--- src/hw/rtl/pressure_temp_compensation_assert.svh ---
// Assertion helpers for the compensation block.
`ifndef PRESSURE_TEMP_COMPENSATION_ASSERT_SVH
`define PRESSURE_TEMP_COMPENSATION_ASSERT_SVH

// same-cycle implication
`define PTC_ASSERT_IMP(lbl, ante, cons) \
	lbl: assert property (@(posedge clk) disable iff (!arst_n) (ante) |-> (cons)) \
		else $error("ptc assertion failed");

// next-cycle implication
`define PTC_ASSERT_NXT(lbl, ante, cons) \
	lbl: assert property (@(posedge clk) disable iff (!arst_n) (ante) |=> (cons)) \
		else $error("ptc assertion failed");

`endif

--- src/hw/rtl/ptc_pkg.sv ---
`timescale 1ns / 1ps
package ptc_pkg;
	localparam int DW = 64;

	// handshake status of a shared multicycle unit
	typedef struct packed {
		logic busy;
		logic done;
	} ptc_unit_sts_t;
endpackage

--- src/hw/rtl/ptc_mul.sv ---
`timescale 1ns / 1ps
// 64x64 -> low 64 product, 16 multiplier bits per cycle.
module ptc_mul (
	input  logic                       clk,
	input  logic                       arst_n,
	input  logic                       start,
	input  logic [ptc_pkg::DW-1:0]     op_a,
	input  logic [ptc_pkg::DW-1:0]     op_b,
	output logic [ptc_pkg::DW-1:0]     product,
	output ptc_pkg::ptc_unit_sts_t     sts
);
	logic [ptc_pkg::DW-1:0] a_q, b_q, acc_q;
	logic [1:0]             cnt_q;
	logic                   run_q, done_q;
	logic [ptc_pkg::DW+15:0] pp;

	assign pp = a_q * b_q[15:0];

	always_ff @(posedge clk or negedge arst_n) begin
		if (!arst_n) begin
			run_q  <= 1'b0;
			done_q <= 1'b0;
			cnt_q  <= '0;
		end else begin
			done_q <= 1'b0;
			if (start) begin
				run_q <= 1'b1;
				cnt_q <= '0;
			end else if (run_q) begin
				cnt_q <= cnt_q + 2'd1;
				if (cnt_q == 2'd3) begin
					run_q  <= 1'b0;
					done_q <= 1'b1;
				end
			end
		end
	end

	always_ff @(posedge clk) begin
		if (start) begin
			a_q   <= op_a;
			b_q   <= op_b;
			acc_q <= '0;
		end else if (run_q) begin
			acc_q <= acc_q + pp[ptc_pkg::DW-1:0];
			a_q   <= {a_q[ptc_pkg::DW-17:0], 16'd0};
			b_q   <= {16'd0, b_q[ptc_pkg::DW-1:16]};
		end
	end

	assign product  = acc_q;
	assign sts.busy = run_q;
	assign sts.done = done_q;
endmodule

--- config.mk ---
export PLATFORM = sky130hd
export DESIGN_NAME = ptc_mul
export DESIGN_NICKNAME = d
export VERILOG_FILES = /design/src/hw/rtl/pressure_temp_compensation_assert.svh /design/src/hw/rtl/ptc_pkg.sv /design/src/hw/rtl/ptc_mul.sv
export SDC_FILE = /design/constraint.sdc
export NUM_CORES = 2
export LEC_CHECK = 0
export ABC_AREA = 0
export BUFFER_PORTS_ARGS = -buffer_cell sky130_fd_sc_hd__clkbuf_2
export CAP_MARGIN = 20
export CORE_AREA = 2 2 322 197
export CTS_CLUSTER_SIZE = 25
export DETAILED_ROUTE_END_ITERATION = 8
export DIE_AREA = 0 0 324 199
export HOLD_SLACK_MARGIN = 0.12
export PLACE_DENSITY = 0.86
export SYNTH_ARGS = -nofsm -noshare
export SYNTH_HDL_FRONTEND = slang
export SYNTH_SLANG_ARGS = --single-unit
--- constraint.sdc ---
create_clock -name clk -period 22 [get_ports clk]
set_clock_uncertainty 0.15 [all_clocks]
set_input_delay 4.4 -clock clk [delete_from_list [all_inputs] [get_ports clk]]
set_output_delay 4.4 -clock clk [all_outputs]
set_load 0.02 [all_outputs]
==> run summary <==
RSZ-0062 raised after global routing -> no
CP Launch Type -> flip-flop
Sink Count -> 196
Reg clk slew, reported paths -> 0.08 ns
Final slew viol count -> 0
DIE AREA -> 0.06448 mm²
Input/output buffers -> 196
Routed vias -> 28007
Final worst path period need -> 8.503 ns
Min-delay worst type -> reg2reg
Die height -> 199 µm
Req. time, crit path -> 22.23 ns
H-tree Lvls -> 4
Initial core utilization -> 59.16%
GRT Total Usage -> 35.68%
Gr ovfl total -> 0
CTS resizes -> 0
# setup viols final -> 0
Synth Warn # -> 0
Netlist cell types -> 67
R2R Path End -> product[63]
Cts hold-fix bufs -> 0
Reg2reg start -> b_q[1]
Final #Nets -> 5068
Post-Route WL -> 108600 µm
Die X -> 324 µm
Worst Hold End -> product[45]
Root Buffer -> clkbuf_16
Post-synth top area cell -> fa_1
Number of synthesized flops with an enable pin -> 128
Gpl congestion -> 0.9785
Post-route ant nets -> 0
Seq/Total Area, Yosys -> 14.30%
Max Clock Freq -> 117.6 MHz
Worst-case clock buffer depth -> 2
Fin. Hold Viols -> 0
Asr flop ratio synth -> 2.041%
Antenna violations before repair -> 7
Arrival @ worst endpoint -> 8.73 ns
Synth Register Bits -> 196
Status -> finished clean
Inserted Clock Buffers -> 17
Worst hold path depth -> 2
Period utilisation layout -> 38.65%
DRC -> 0
Vias in the first global route -> 29467
Largest net degree at the start of global routing -> 85
Worst rel slew slack -> 24.56%
Layout cell share with drive strength beyond 1 -> 9.120%
# Post-CTS Setup Buffers -> 0
First-pass GRT wire length -> 169700 µm
DR pass1 iterations -> 7
Layout fillers -> 4869
Area grow syn2layout -> 5.799%
Critical path peak fanout -> 63
Setup TNS -> 0 ns
Synth area leaders -> fa_1 (45%), inv_1 (11%), edfxtp_1 (11%)
Mean Syn Cell Area -> 9.173 µm²
Synth top area share -> 44.61%
Io pins -> 197
# Max-Cap Violations -> 0
DP HPWL -> 81650 µm
Hold Crit Start -> product[45]
Post-synth top flop -> edfxtp_1
Crit Path Class -> reg2reg
Worst skew pair latency -> 0.49 ns
R2r worst-path depth -> 21
Reg2Reg Setup Slack -> 13.50 ns
CTS tree -> built
Synthesized area -> 0.03653 mm²
Tightest Pin Transition -> 1.132 ns
Drt wl/cell -> 22.28 µm
Initial DRC count -> 3711
Syn Inst Count -> 3982
Syn Nets -> 5028
Core Rows -> 71
Core ar. -> 0.06174 mm²
Crit end category -> flip-flop
DR vias/cell -> 5.745
-- layer usage --
metal / GRT usage (%) / part of all wire [%]
met1: 49.72 / 38
met2: 48.48 / 40
met3: 17.53 / 19
met4: 11.68 / 3.7
met5: 0.6130 / 0.087
-- kinds of logic after synthesis --
kind of cell               after synthesis  synth area share, %
muxes                                  133                3.977
AOI/OAI and AO/OA                      234                4.255
xor gates and xnor gates                78                1.908
and+or+nand+nor                       1173                14.56
adders and majority gates              915                48.07
buffers and inverters                 1253                12.92
DFF                                    196                14.30
-- cells in the mapped netlist (8+ instances only) --
cell type and instances:
inv_1 1044, fa_1 814, nand2_1 707, and2_1 290, clkbuf_1 194, edfxtp_1 128
ha_1 101, mux2_2 97, nor2_1 91, a21oi_1 64, dfxtp_1 64, xnor2_1 46
mux2i_1 36, o21ai_0 31, xor2_1 31, a21o_1 25, o22ai_1 19, nand3_1 17
a211oi_1 13, nor3_1 13, buf_1 11, o21a_1 11, nand4_1 10, nor2b_1 10
and3_1 9, nand2b_1 9, a21boi_0 8
-- worst max path at each step --
stage                     slack (ns)           to    from
final                          13.50  product[63]  b_q[1]
after global routing           13.38  product[63]  b_q[7]
after CTS                      13.65  product[62]  b_q[1]
after detailed placement       13.67  product[62]  b_q[1]
after global placement         13.71  product[62]  b_q[1]
after floorplan                12.59  product[47]   start
-- sequential cells by signal, indices dropped and copies added, names as in the netlist --
signal,flops
product,64
b_q,64
a_q,64
done_q,1
cnt_q,2
run_q,1
-- cells in the final DEF (no fill, tap or decap), types with 10 or more instances in the layout --
cell,synthesis,layout
inv_1,1044,1043
fa_1,814,814
nand2_1,707,707
and2_1,290,290
clkbuf_2,0,195
edfxtp_1,128,128
ha_1,101,101
mux2_2,97,97
nor2_1,91,91
a21oi_1,64,64
dfxtp_1,64,64
xnor2_1,46,46
mux2i_1,36,36
buf_4,2,34
o21ai_0,31,31
xor2_1,31,31
a21o_1,25,25
o22ai_1,19,19
nand3_1,17,17
clkbuf_16,0,17
a211oi_1,13,13
nor3_1,13,13
o21a_1,11,11
nor2b_1,10,10
nand4_1,10,10
-- per-stage QoR --
step                area [µm²]  util [%]  std cells  setup slack, ns  hold slack (ns)
floorplan                36530         -       3982            12.59           0.3406
global placement         38010     61.57       4840            13.71           0.3375
detailed placement       38020     61.58       4841            13.67           0.3468
CTS                      38630     62.58       4873            13.65           0.3605
global route             38640     62.59       4874            13.38           0.3819
finish                   38640     62.59       4875            13.50           0.3657
-- area by class of cell --
class | count | area (µm²) | share of cell area (%)
Tap cell | 839 | 1050 | 2.716
Timing Repair Buffer | 230 | 1242 | 3.215
Multi-Input combinational cell | 2533 | 26580 | 68.79
Clock inverter | 14 | 186.4 | 0.4824
Inverter | 1044 | 3924 | 10.15
Clock buffer | 18 | 429.2 | 1.111
Sequential cell | 196 | 5229 | 13.53
Antenna cell | 1 | 2.502 | 0.006475
-- critical path, stage by stage, from the launching register on --
cell      delay (ns)
edfxtp_1        0.33
buf_4           0.74
nand2_1         0.21
fa_1            0.57
fa_1            0.55
fa_1            0.54
inv_1           0.06
fa_1            0.50
fa_1            0.50
inv_1           0.05
fa_1            0.47
inv_1           0.04
ha_1            0.36
a211o_1         0.33
a211oi_1        0.43
o41ai_2         0.17
buf_4           0.23
a32oi_1         0.90
a211oi_1        0.46
o21a_1          0.33
o41ai_1         0.34
nor2b_1         0.08
Power is left out: the tool's default activity adds up to more than one toggle a clock period on the data nets, which glitch-free logic cannot reach.
