## src/hw/rtl/pressure_temp_compensation_assert.svh

```systemverilog
// Assertion helpers for the compensation block.
`ifndef PRESSURE_TEMP_COMPENSATION_ASSERT_SVH
`define PRESSURE_TEMP_COMPENSATION_ASSERT_SVH

// same-cycle implication
`define PTC_ASSERT_IMP(lbl, ante, cons) \
	lbl: assert property (@(posedge clk) disable iff (!arst_n) (ante) |-> (cons)) \
		else $error("ptc assertion failed");

// next-cycle implication
`define PTC_ASSERT_NXT(lbl, ante, cons) \
	lbl: assert property (@(posedge clk) disable iff (!arst_n) (ante) |=> (cons)) \
		else $error("ptc assertion failed");

`endif

```

## src/hw/rtl/ptc_pkg.sv

```systemverilog
`timescale 1ns / 1ps
package ptc_pkg;
	localparam int DW = 64;

	// handshake status of a shared multicycle unit
	typedef struct packed {
		logic busy;
		logic done;
	} ptc_unit_sts_t;
endpackage

```

## src/hw/rtl/ptc_div.sv

```systemverilog
`timescale 1ns / 1ps
// Signed 64-bit divide, truncating; restoring, one quotient bit per cycle.
module ptc_div (
	input  logic                       clk,
	input  logic                       arst_n,
	input  logic                       start,
	input  logic [ptc_pkg::DW-1:0]     num,
	input  logic [ptc_pkg::DW-1:0]     den,
	output logic [ptc_pkg::DW-1:0]     quot,
	output logic [ptc_pkg::DW-1:0]     rem,
	output ptc_pkg::ptc_unit_sts_t     sts
);
	logic [ptc_pkg::DW-1:0] rem_q, quo_q, dmag_q, quot_q, remo_q;
	logic [5:0]             cnt_q;
	logic                   run_q, fix_q, done_q, qneg_q, rneg_q;
	logic [ptc_pkg::DW:0]   trial;
	logic                   fits;

	assign trial = {rem_q, quo_q[ptc_pkg::DW-1]};
	assign fits  = trial >= {1'b0, dmag_q};

	always_ff @(posedge clk or negedge arst_n) begin
		if (!arst_n) begin
			run_q  <= 1'b0;
			fix_q  <= 1'b0;
			done_q <= 1'b0;
			cnt_q  <= '0;
		end else begin
			done_q <= 1'b0;
			fix_q  <= 1'b0;
			if (start) begin
				run_q <= 1'b1;
				cnt_q <= '0;
			end else if (run_q) begin
				cnt_q <= cnt_q + 6'd1;
				if (cnt_q == 6'd63) begin
					run_q <= 1'b0;
					fix_q <= 1'b1;
				end
			end else if (fix_q) begin
				done_q <= 1'b1;
			end
		end
	end

	always_ff @(posedge clk) begin
		if (start) begin
			rem_q  <= '0;
			quo_q  <= num[ptc_pkg::DW-1] ? -num : num;
			dmag_q <= den[ptc_pkg::DW-1] ? -den : den;
			qneg_q <= num[ptc_pkg::DW-1] ^ den[ptc_pkg::DW-1];
			rneg_q <= num[ptc_pkg::DW-1];
		end else if (run_q) begin
			rem_q <= fits ? 64'(trial - {1'b0, dmag_q}) : trial[ptc_pkg::DW-1:0];
			quo_q <= {quo_q[ptc_pkg::DW-2:0], fits};
		end else if (fix_q) begin
			quot_q <= qneg_q ? -quo_q : quo_q;
			remo_q <= rneg_q ? -rem_q : rem_q;
		end
	end

	assign quot     = quot_q;
	assign rem      = remo_q;
	assign sts.busy = run_q | fix_q;
	assign sts.done = done_q;
endmodule

```

## config.mk

```make
export PLATFORM = sky130hd
export DESIGN_NAME = ptc_div
export DESIGN_NICKNAME = d
export VERILOG_FILES = /design/src/hw/rtl/pressure_temp_compensation_assert.svh /design/src/hw/rtl/ptc_pkg.sv /design/src/hw/rtl/ptc_div.sv
export SDC_FILE = /design/constraint.sdc
export NUM_CORES = 1
export LEC_CHECK = 0
export BUFFER_PORTS_ARGS = -buffer_cell sky130_fd_sc_hd__buf_4
export CAP_MARGIN = 20
export CORE_MARGIN = 3
export CORE_UTILIZATION = 59
export CTS_BUF_LIST = sky130_fd_sc_hd__clkbuf_16
export DETAILED_ROUTE_END_ITERATION = 7
export HOLD_SLACK_MARGIN = 0.08
export PLACE_DENSITY = 0.9
export SYNTH_ARGS = -nofsm -noshare
export SYNTH_HDL_FRONTEND = slang
export SYNTH_SLANG_ARGS = --single-unit
```

## constraint.sdc

```tcl
create_clock -name clk -period 5.1 [get_ports clk]
set_input_delay 0.255 -clock clk [delete_from_list [all_inputs] [get_ports clk]]
set_output_delay 0.255 -clock clk [all_outputs]
set_load 0.005 [all_outputs]
```

==> results of run 1 <==
==> critical path, cell delays in order (launching register included) <==
cell and delay, ps:
dfxtp_1 390, or4_1 620, nor3_2 290, nand4_1 260, inv_1 170, nand3_1 250, or4_1 610, or4_1 480
or4_1 590, o31ai_1 320, xnor2_1 120
==> worst paths after layout <==
kind / start / end / slack, ps / depth (start not counted)
min reg2reg: quo_q[0]$_DFFE_PP_ / quot[0]$_DFFE_PP_ / 520 / 0
max: rem_q[6]$_SDFFE_PP0P_ / rem[55]$_DFFE_PP_ / 740 / 10
max in group asynchronous: arst_n / run_q$_DFF_PN0_ / 4760 / 2
min in group asynchronous: arst_n / done_q$_DFF_PN0_ / 190 / 2
min: num[15] / quo_q[15]$_DFFE_PP_ / 130 / 3
max reg2reg: rem_q[6]$_SDFFE_PP0P_ / rem[55]$_DFFE_PP_ / 740 / 10
==> per-stage QoR <==
stage          total power, mW  hold slack (ps)
4_1_cts                  11.54            116.7
3_3_place_gp             8.791            80.60
3_5_place_dp             8.967            86.39
5_1_grt                  12.34            129.4
2_1_floorplan            7.671           -40.59
6_report                 11.63            131.3
==> synth_stat cells, types with 33 or more instances <==
library cell    n  area [sq um]
edfxtp_1      258          7747
xnor2_1       213          1866
nor2_1        202         758.2
nand2_1       200         750.7
a21oi_1       168         840.8
o21ai_0       117         585.6
inv_1         104         390.4
clkbuf_1       96         360.4
xor2_1         90         788.3
o31ai_1        84         630.6
ha_1           69         863.3
dfxtp_1        64          1281
or3_1          45         281.5
or4_1          41         307.8
o41ai_1        37         324.1
nor3_1         36         180.2
a211oi_1       33         247.7
==> cell families (layout without fill, tap and decap cells) <==
logic type      count (synthesis)  after routing  share of synthesized area
xor+xnor                      303            303                     0.1273
mux                            20             20                    0.01002
buf+inv                       211            503                    0.03859
compound gates                574            574                     0.1789
fa+ha+maj                      70             70                    0.04237
flops                         331            331                     0.4439
simple gates                  681            681                     0.1589
==> flip-flops by register name (all words and copies together), names as in the netlist <==
register	count
dmag_q	64
quo_q	64
quot	64
rem	64
rem_q	64
cnt_q	6
done_q	1
fix_q	1
qneg_q	1
rneg_q	1
run_q	1
==> per-layer routing <==
metal	share of wire	global-route usage	vias up
met4	0.037	0.09867	0
met2	0.47	0.4787	1100
met5	0	0	-
li1	-	-	8566
met3	0.10	0.05977	179
met1	0.39	0.3939	8651
==> cell type report <==
type	instances	area (sq um)	area share
Clock inverter	28	225.2	0.009068
Multi-Input combinational cell	1648	10790	0.4346
Inverter	105	394.1	0.01587
Timing Repair Buffer	334	2696	0.1086
Clock buffer	36	900.9	0.03627
Tap cell	455	569.3	0.02292
Sequential cell	331	9258	0.3727
==> timing repair <==
item,in CTS,in global routing
endpoints found under the hold margin,72,0
setup endpoints to repair,0,0
hold buffers,63,0
==> power by group through the flow <==
stage / Sequential (mW) / Clock (mW) / Combinational, mW
global route: 4.10 / 2.66 / 5.59
detailed placement: 4.07 / 0 / 4.90
finish: 4.05 / 2.51 / 5.07
CTS: 4.02 / 2.54 / 4.98
floorplan: 3.87 / 0 / 3.80
global placement: 4.03 / 0 / 4.76
==> impl_metrics.py, run 1 <==
metrics = {
    "clocking": {
        "cts_root_buffer": "clkbuf_16",
        "cts_buffers": 35,
        "clock-sinks": 331,
        "cts_setup_buffers": 0,
        "clk_latency_ps": 530,
        "cts_resized": 0,
        "cts_max_level": 2,
        "ctsLongestPathBuffers": 3,
        "clk_pin_slew_ps": 60,
        "tritoncts": "done",
    },
    "synthesis": {
        "synth_cell_types": 78,
        "ys.flop_type": "edfxtp_1",
        "syn_avg_cell_area_sq_um": 9.519,
        "synth_nets": 2391,
        "synth-edff-count": 258,
        "synthArstFlopShare": 0.02719,
        "yosysWarnings": 0,
        "syn_inst": 2190,
        "yosysSeqAreaShare": 0.4439,
        "synth_area_sq_mm": 0.02085,
        "synth-seq-cells": 331,
    },
    "grt": {
        "grt_pass1_vias": 17217,
        "grt-ovfl-total": 0,
        "grtUsageTotal": 0.2931,
        "grt_max_degree": 165,
        "grt_antenna_before_repair": 0,
        "grt_pass1_wl_um": 90950,
    },
    "timing": {
        "timing.setup.tns_ps": 0,
        "worstMarginPinSlew_ps": 1012,
        "rsz0062_at_grt": "false",
        "maxSlewHeadroom": 0.3210,
        "fmax_mhz": 229.6,
        "setup_viol": 0,
        "skew_ps": 20.68,
        "hold_viol": 0,
        "min_period_over_period": 0.8540,
        "finalWorstSetupSlack_ps": 744.4,
        "finalCriticalPeriod_ps": 4356,
        "drv_slew": 0,
    },
    "cells_and_area": {
        "num_antenna_cells": 0,
        "stdcell_area_sq_mm": 0.02484,
        "fill_cells": 2477,
        "drive_gt1_frac": 0.1471,
        "final_common_cell": "buf_4",
        "area.growth.synth_to_final_pct": 19.13,
        "final_core_util": 0.7155,
        "num-nets-final": 2656,
        "layoutNonFillerInstCount": 2937,
        "layout_common_cells": "buf_4 (268), edfxtp_1 (258), xnor2_1 (213)",
    },
    "floorplanning": {
        "ios": 261,
        "die_w_um": 194.0,
        "die_area_sq_mm": 0.03763,
        "die_height_um": 194.0,
        "start_util": 0.6006,
        "core_sq_mm": 0.03471,
        "num_rows": 68,
    },
    "pwr": {
        "internal_power_mw": 7.001,
        "p_leak_nw": 9.506,
        "ir_drop_mv": 0.2775,
        "switching_share": 0.3980,
        "clkPwrFrac": 0.215,
        "seqPwrFrac": 0.349,
        "power_frac_comb": 0.436,
        "cellPowerDensity_mw_per_mm2": 468.3,
        "power_switching_mw": 4.629,
    },
    "detailed_routing": {
        "postRouteAntennaNets": 0,
        "drtIter0Drc": 2142,
        "via_count": 18496,
        "via_per_inst": 6.298,
        "drt_wl_total_um": 57700,
        "wl_per_cell_um": 19.65,
        "drcViolationCount": 0,
        "dr.pass1.iters": 6,
    },
    "critical_path": {
        "arrival_ps": 4620,
        "start_kind": "flip-flop",
        "crit_fanout": 8,
        "critPathCaptureType": "flip-flop",
        "setup.worst_path.class": "reg2reg",
        "cp.required_ps": 5370,
    },
    "place": {
        "portBuffers": 260,
        "post-place-ws_ps": 838.7,
        "placed_cell_area_sq_mm": 0.02308,
        "gp_congestion": 1.023,
        "dp_hpwl_um": 41990,
        "place_inst": 2810,
    },
    "status": {
        "status": "finished, final reports clean",
    },
    "flow_run": {
        "drv_cap": 0,
    },
    "worst_hold_path": {
        "hp-class": "in2reg",
    },
}
(Power assumes the default switching activity.)
==> run 2, diff against run 1 <==
Settings changed: CTS_BUF_LIST sky130_fd_sc_hd__clkbuf_16 to sky130_fd_sc_hd__clkbuf_4 sky130_fd_sc_hd__clkbuf_8 sky130_fd_sc_hd__clkbuf_16, RECOVER_POWER set to 100.
==> impl_metrics.py, run 2 (synthesis gave the netlist of run 1 again) <==
metrics = {
    "floorplanning": {
        "die_height_um": 194.0,
        "die_area_sq_mm": 0.03763,
        "ios": 261,
        "core_sq_mm": 0.03471,
        "die_w_um": 194.0,
        "start_util": 0.6006,
        "num_rows": 68,
    },
    "timing": {
        "worstMarginPinSlew_ps": 3428,
        "finalCriticalPeriod_ps": 4627,
        "min_period_over_period": 0.9072,
        "timing.setup.tns_ps": 0,
        "drv_slew": 467,
        "rsz0062_at_grt": "false",
        "hold_viol": 0,
        "setup_viol": 0,
        "maxSlewHeadroom": -1.285,
        "skew_ps": 26.37,
        "fmax_mhz": 216.1,
    },
    "critical_path": {
        "setup.worst_path.class": "reg2reg",
        "path_cells": "or4_1, nor4_1, nand3b_2, or2_0, nand2b_1, or4_1, or4_4, or4_4, o41ai_4, xnor2_1",
        "critPathCaptureType": "flip-flop",
        "ff2ff_path_depth": 10,
        "start_kind": "flip-flop",
        "crit_fanout": 7,
        "rrSetupSlack_ps": 470,
        "cp_top_family": "simple AND/OR/NAND/NOR gates",
        "cp.required_ps": 5370,
        "worst-path-buf-inv": 0,
        "worst_path_max_delay_cell": "or4_1",
        "arrival_ps": 4900,
        "r2r_start": "quo_q[13]$_DFFE_PP_",
        "max_stage_delay_ps": 640,
        "r2r-end": "quot[58]$_DFFE_PP_",
    },
    "status": {
        "violations": "capacitance limit, slew limit",
        "status": "finished with violations",
    },
    "flow_run": {
        "drv_cap": 7,
    },
    "cells_and_area": {
        "final_common_cell": "edfxtp_1",
        "layout_common_cells": "edfxtp_1 (258), xnor2_1 (213), nor2_1 (202)",
        "area.growth.synth_to_final_pct": 17.87,
        "fill_cells": 2528,
        "drive_gt1_frac": 0.1217,
        "num_antenna_cells": 0,
        "final_core_util": 0.7079,
        "num-nets-final": 2656,
    },
    "detailed_routing": {
        "wl_met1_um": 22560,
        "drcViolationCount": 0,
        "met3WireLength_um": 6204,
        "drtIter0Drc": 1981,
        "via_per_inst": 6.270,
        "drt_wl_total_um": 57510,
        "wl_per_cell_um": 19.58,
        "route.met2.wl_um": 26840,
        "postRouteAntennaNets": 0,
        "via_count": 18416,
        "dr.pass1.iters": 6,
        "highest_layer": "met4",
    },
    "worst_hold_path": {
        "hp-class": "in2reg",
        "min-delay-start": "num[15]",
        "whs_endpoint": "quo_q[15]$_DFFE_PP_",
        "hold_path_depth": 3,
    },
    "grt": {
        "grt_pass1_vias": 17265,
        "grt_pass1_wl_um": 91100,
        "grtUsageTotal": 0.2933,
        "grt-ovfl-total": 0,
        "grt_max_degree": 165,
        "grt_antenna_before_repair": 0,
    },
    "place": {
        "dp_hpwl_um": 41990,
        "gp_congestion": 1.023,
        "portBuffers": 260,
    },
    "clocking": {
        "tritoncts": "done",
        "clk_pin_slew_ps": 60,
        "clock-sinks": 331,
        "clk_latency_ps": 530,
        "cts_root_buffer": "clkbuf_16",
        "cts_buffers": 35,
        "ctsLongestPathBuffers": 3,
        "cts_resized": 0,
        "cts_max_level": 2,
    },
    "pwr": {
        "cellPowerDensity_mw_per_mm2": 473.9,
        "ir_drop_mv": 0.2666,
        "p_leak_nw": 9.261,
    },
}
==> run 2: cell types whose count changed in the layout (fill, tap and decap cells not counted), sizes merged <==
cell / previous run / this run
clkbuf: 37 / 186
buf: 270 / 125
inv: 110 / 106
==> run 2: worst reg2reg max path, stage by stage (launching register included) <==
cell,delay (ps)
edfxtp_1,500
or4_1,610
nor4_1,430
nand3b_2,160
or2_0,320
nand2b_1,270
or4_1,640
or4_4,550
or4_4,550
o41ai_4,240
xnor2_1,90
==> run 2: worst max-delay path by stage <==
stage | start | endpoint | slack, ps | cells past startpoint
6_report | quo_q[13]$_DFFE_PP_ | quot[58]$_DFFE_PP_ | 470 | 10
2_1_floorplan | run_q$_DFF_PN0_ | quot[0]$_DFFE_PP_ | 650 | 4
4_1_cts | rem_q[6]$_SDFFE_PP0P_ | rem[57]$_DFFE_PP_ | 800 | 10
5_1_grt | quo_q[14]$_DFFE_PP_ | quot[56]$_DFFE_PP_ | 260 | 10
3_3_place_gp | num[18] | quo_q[61]$_DFFE_PP_ | 1000 | 11
3_5_place_dp | rem_q[6]$_SDFFE_PP0P_ | rem[61]$_DFFE_PP_ | 840 | 10
==> run 2: cell type report <==
| class | count | area [sq um] | area share |
|---|---|---|---|
| multi-input combinational | 1648 | 10730 | 0.4365 |
| sequential | 331 | 9254 | 0.3766 |
| timing repair buffer | 334 | 2477 | 0.1008 |
| clock buffer | 40 | 943.4 | 0.03839 |
| tap | 455 | 569.3 | 0.02317 |
| inverter | 105 | 394.1 | 0.01604 |
| clock inverter | 24 | 210.2 | 0.008554 |
==> run 2: what timing repair did <==
action,in CTS,in global routing
setup endpoints to repair,0,0
hold buffers,62,1
setup buffers,0,0
hold endpoints to repair,71,1
==> run 2: metal layers <==
metal  global-route usage  vias up
li1                     -     8586
met1               0.3963     8606
met2               0.4781     1077
met3              0.05786      147
met4              0.09814        0
met5                    0        -
==> run 2: stage by stage <==
stage                     hold WS [ps]  instances  setup slack, ps  area [sq um]  total power, mW
after floorplan                 -40.59       2190            650.7         20850            7.671
after global placement           80.60       2810             1004         23080            8.791
after detailed placement         86.39       2810            838.7         23080            8.967
after CTS                        84.95       2936            802.0         24850            11.58
after global routing             128.0       2937            261.9         24570            12.36
final                            130.9       2937            473.1         24570            11.64
==> run 2: power breakdown <==
| part | total [mW] | internal [mW] | leakage [nW] | switching, mW |
|---|---|---|---|---|
| clock network | 2.55 | 1.49 | 0.574 | 1.06 |
| registers | 4.05 | 3.49 | 3.09 | 0.565 |
| logic | 5.04 | 2.06 | 5.60 | 2.98 |
| total | 11.6 | 7.04 | 9.26 | 4.61 |
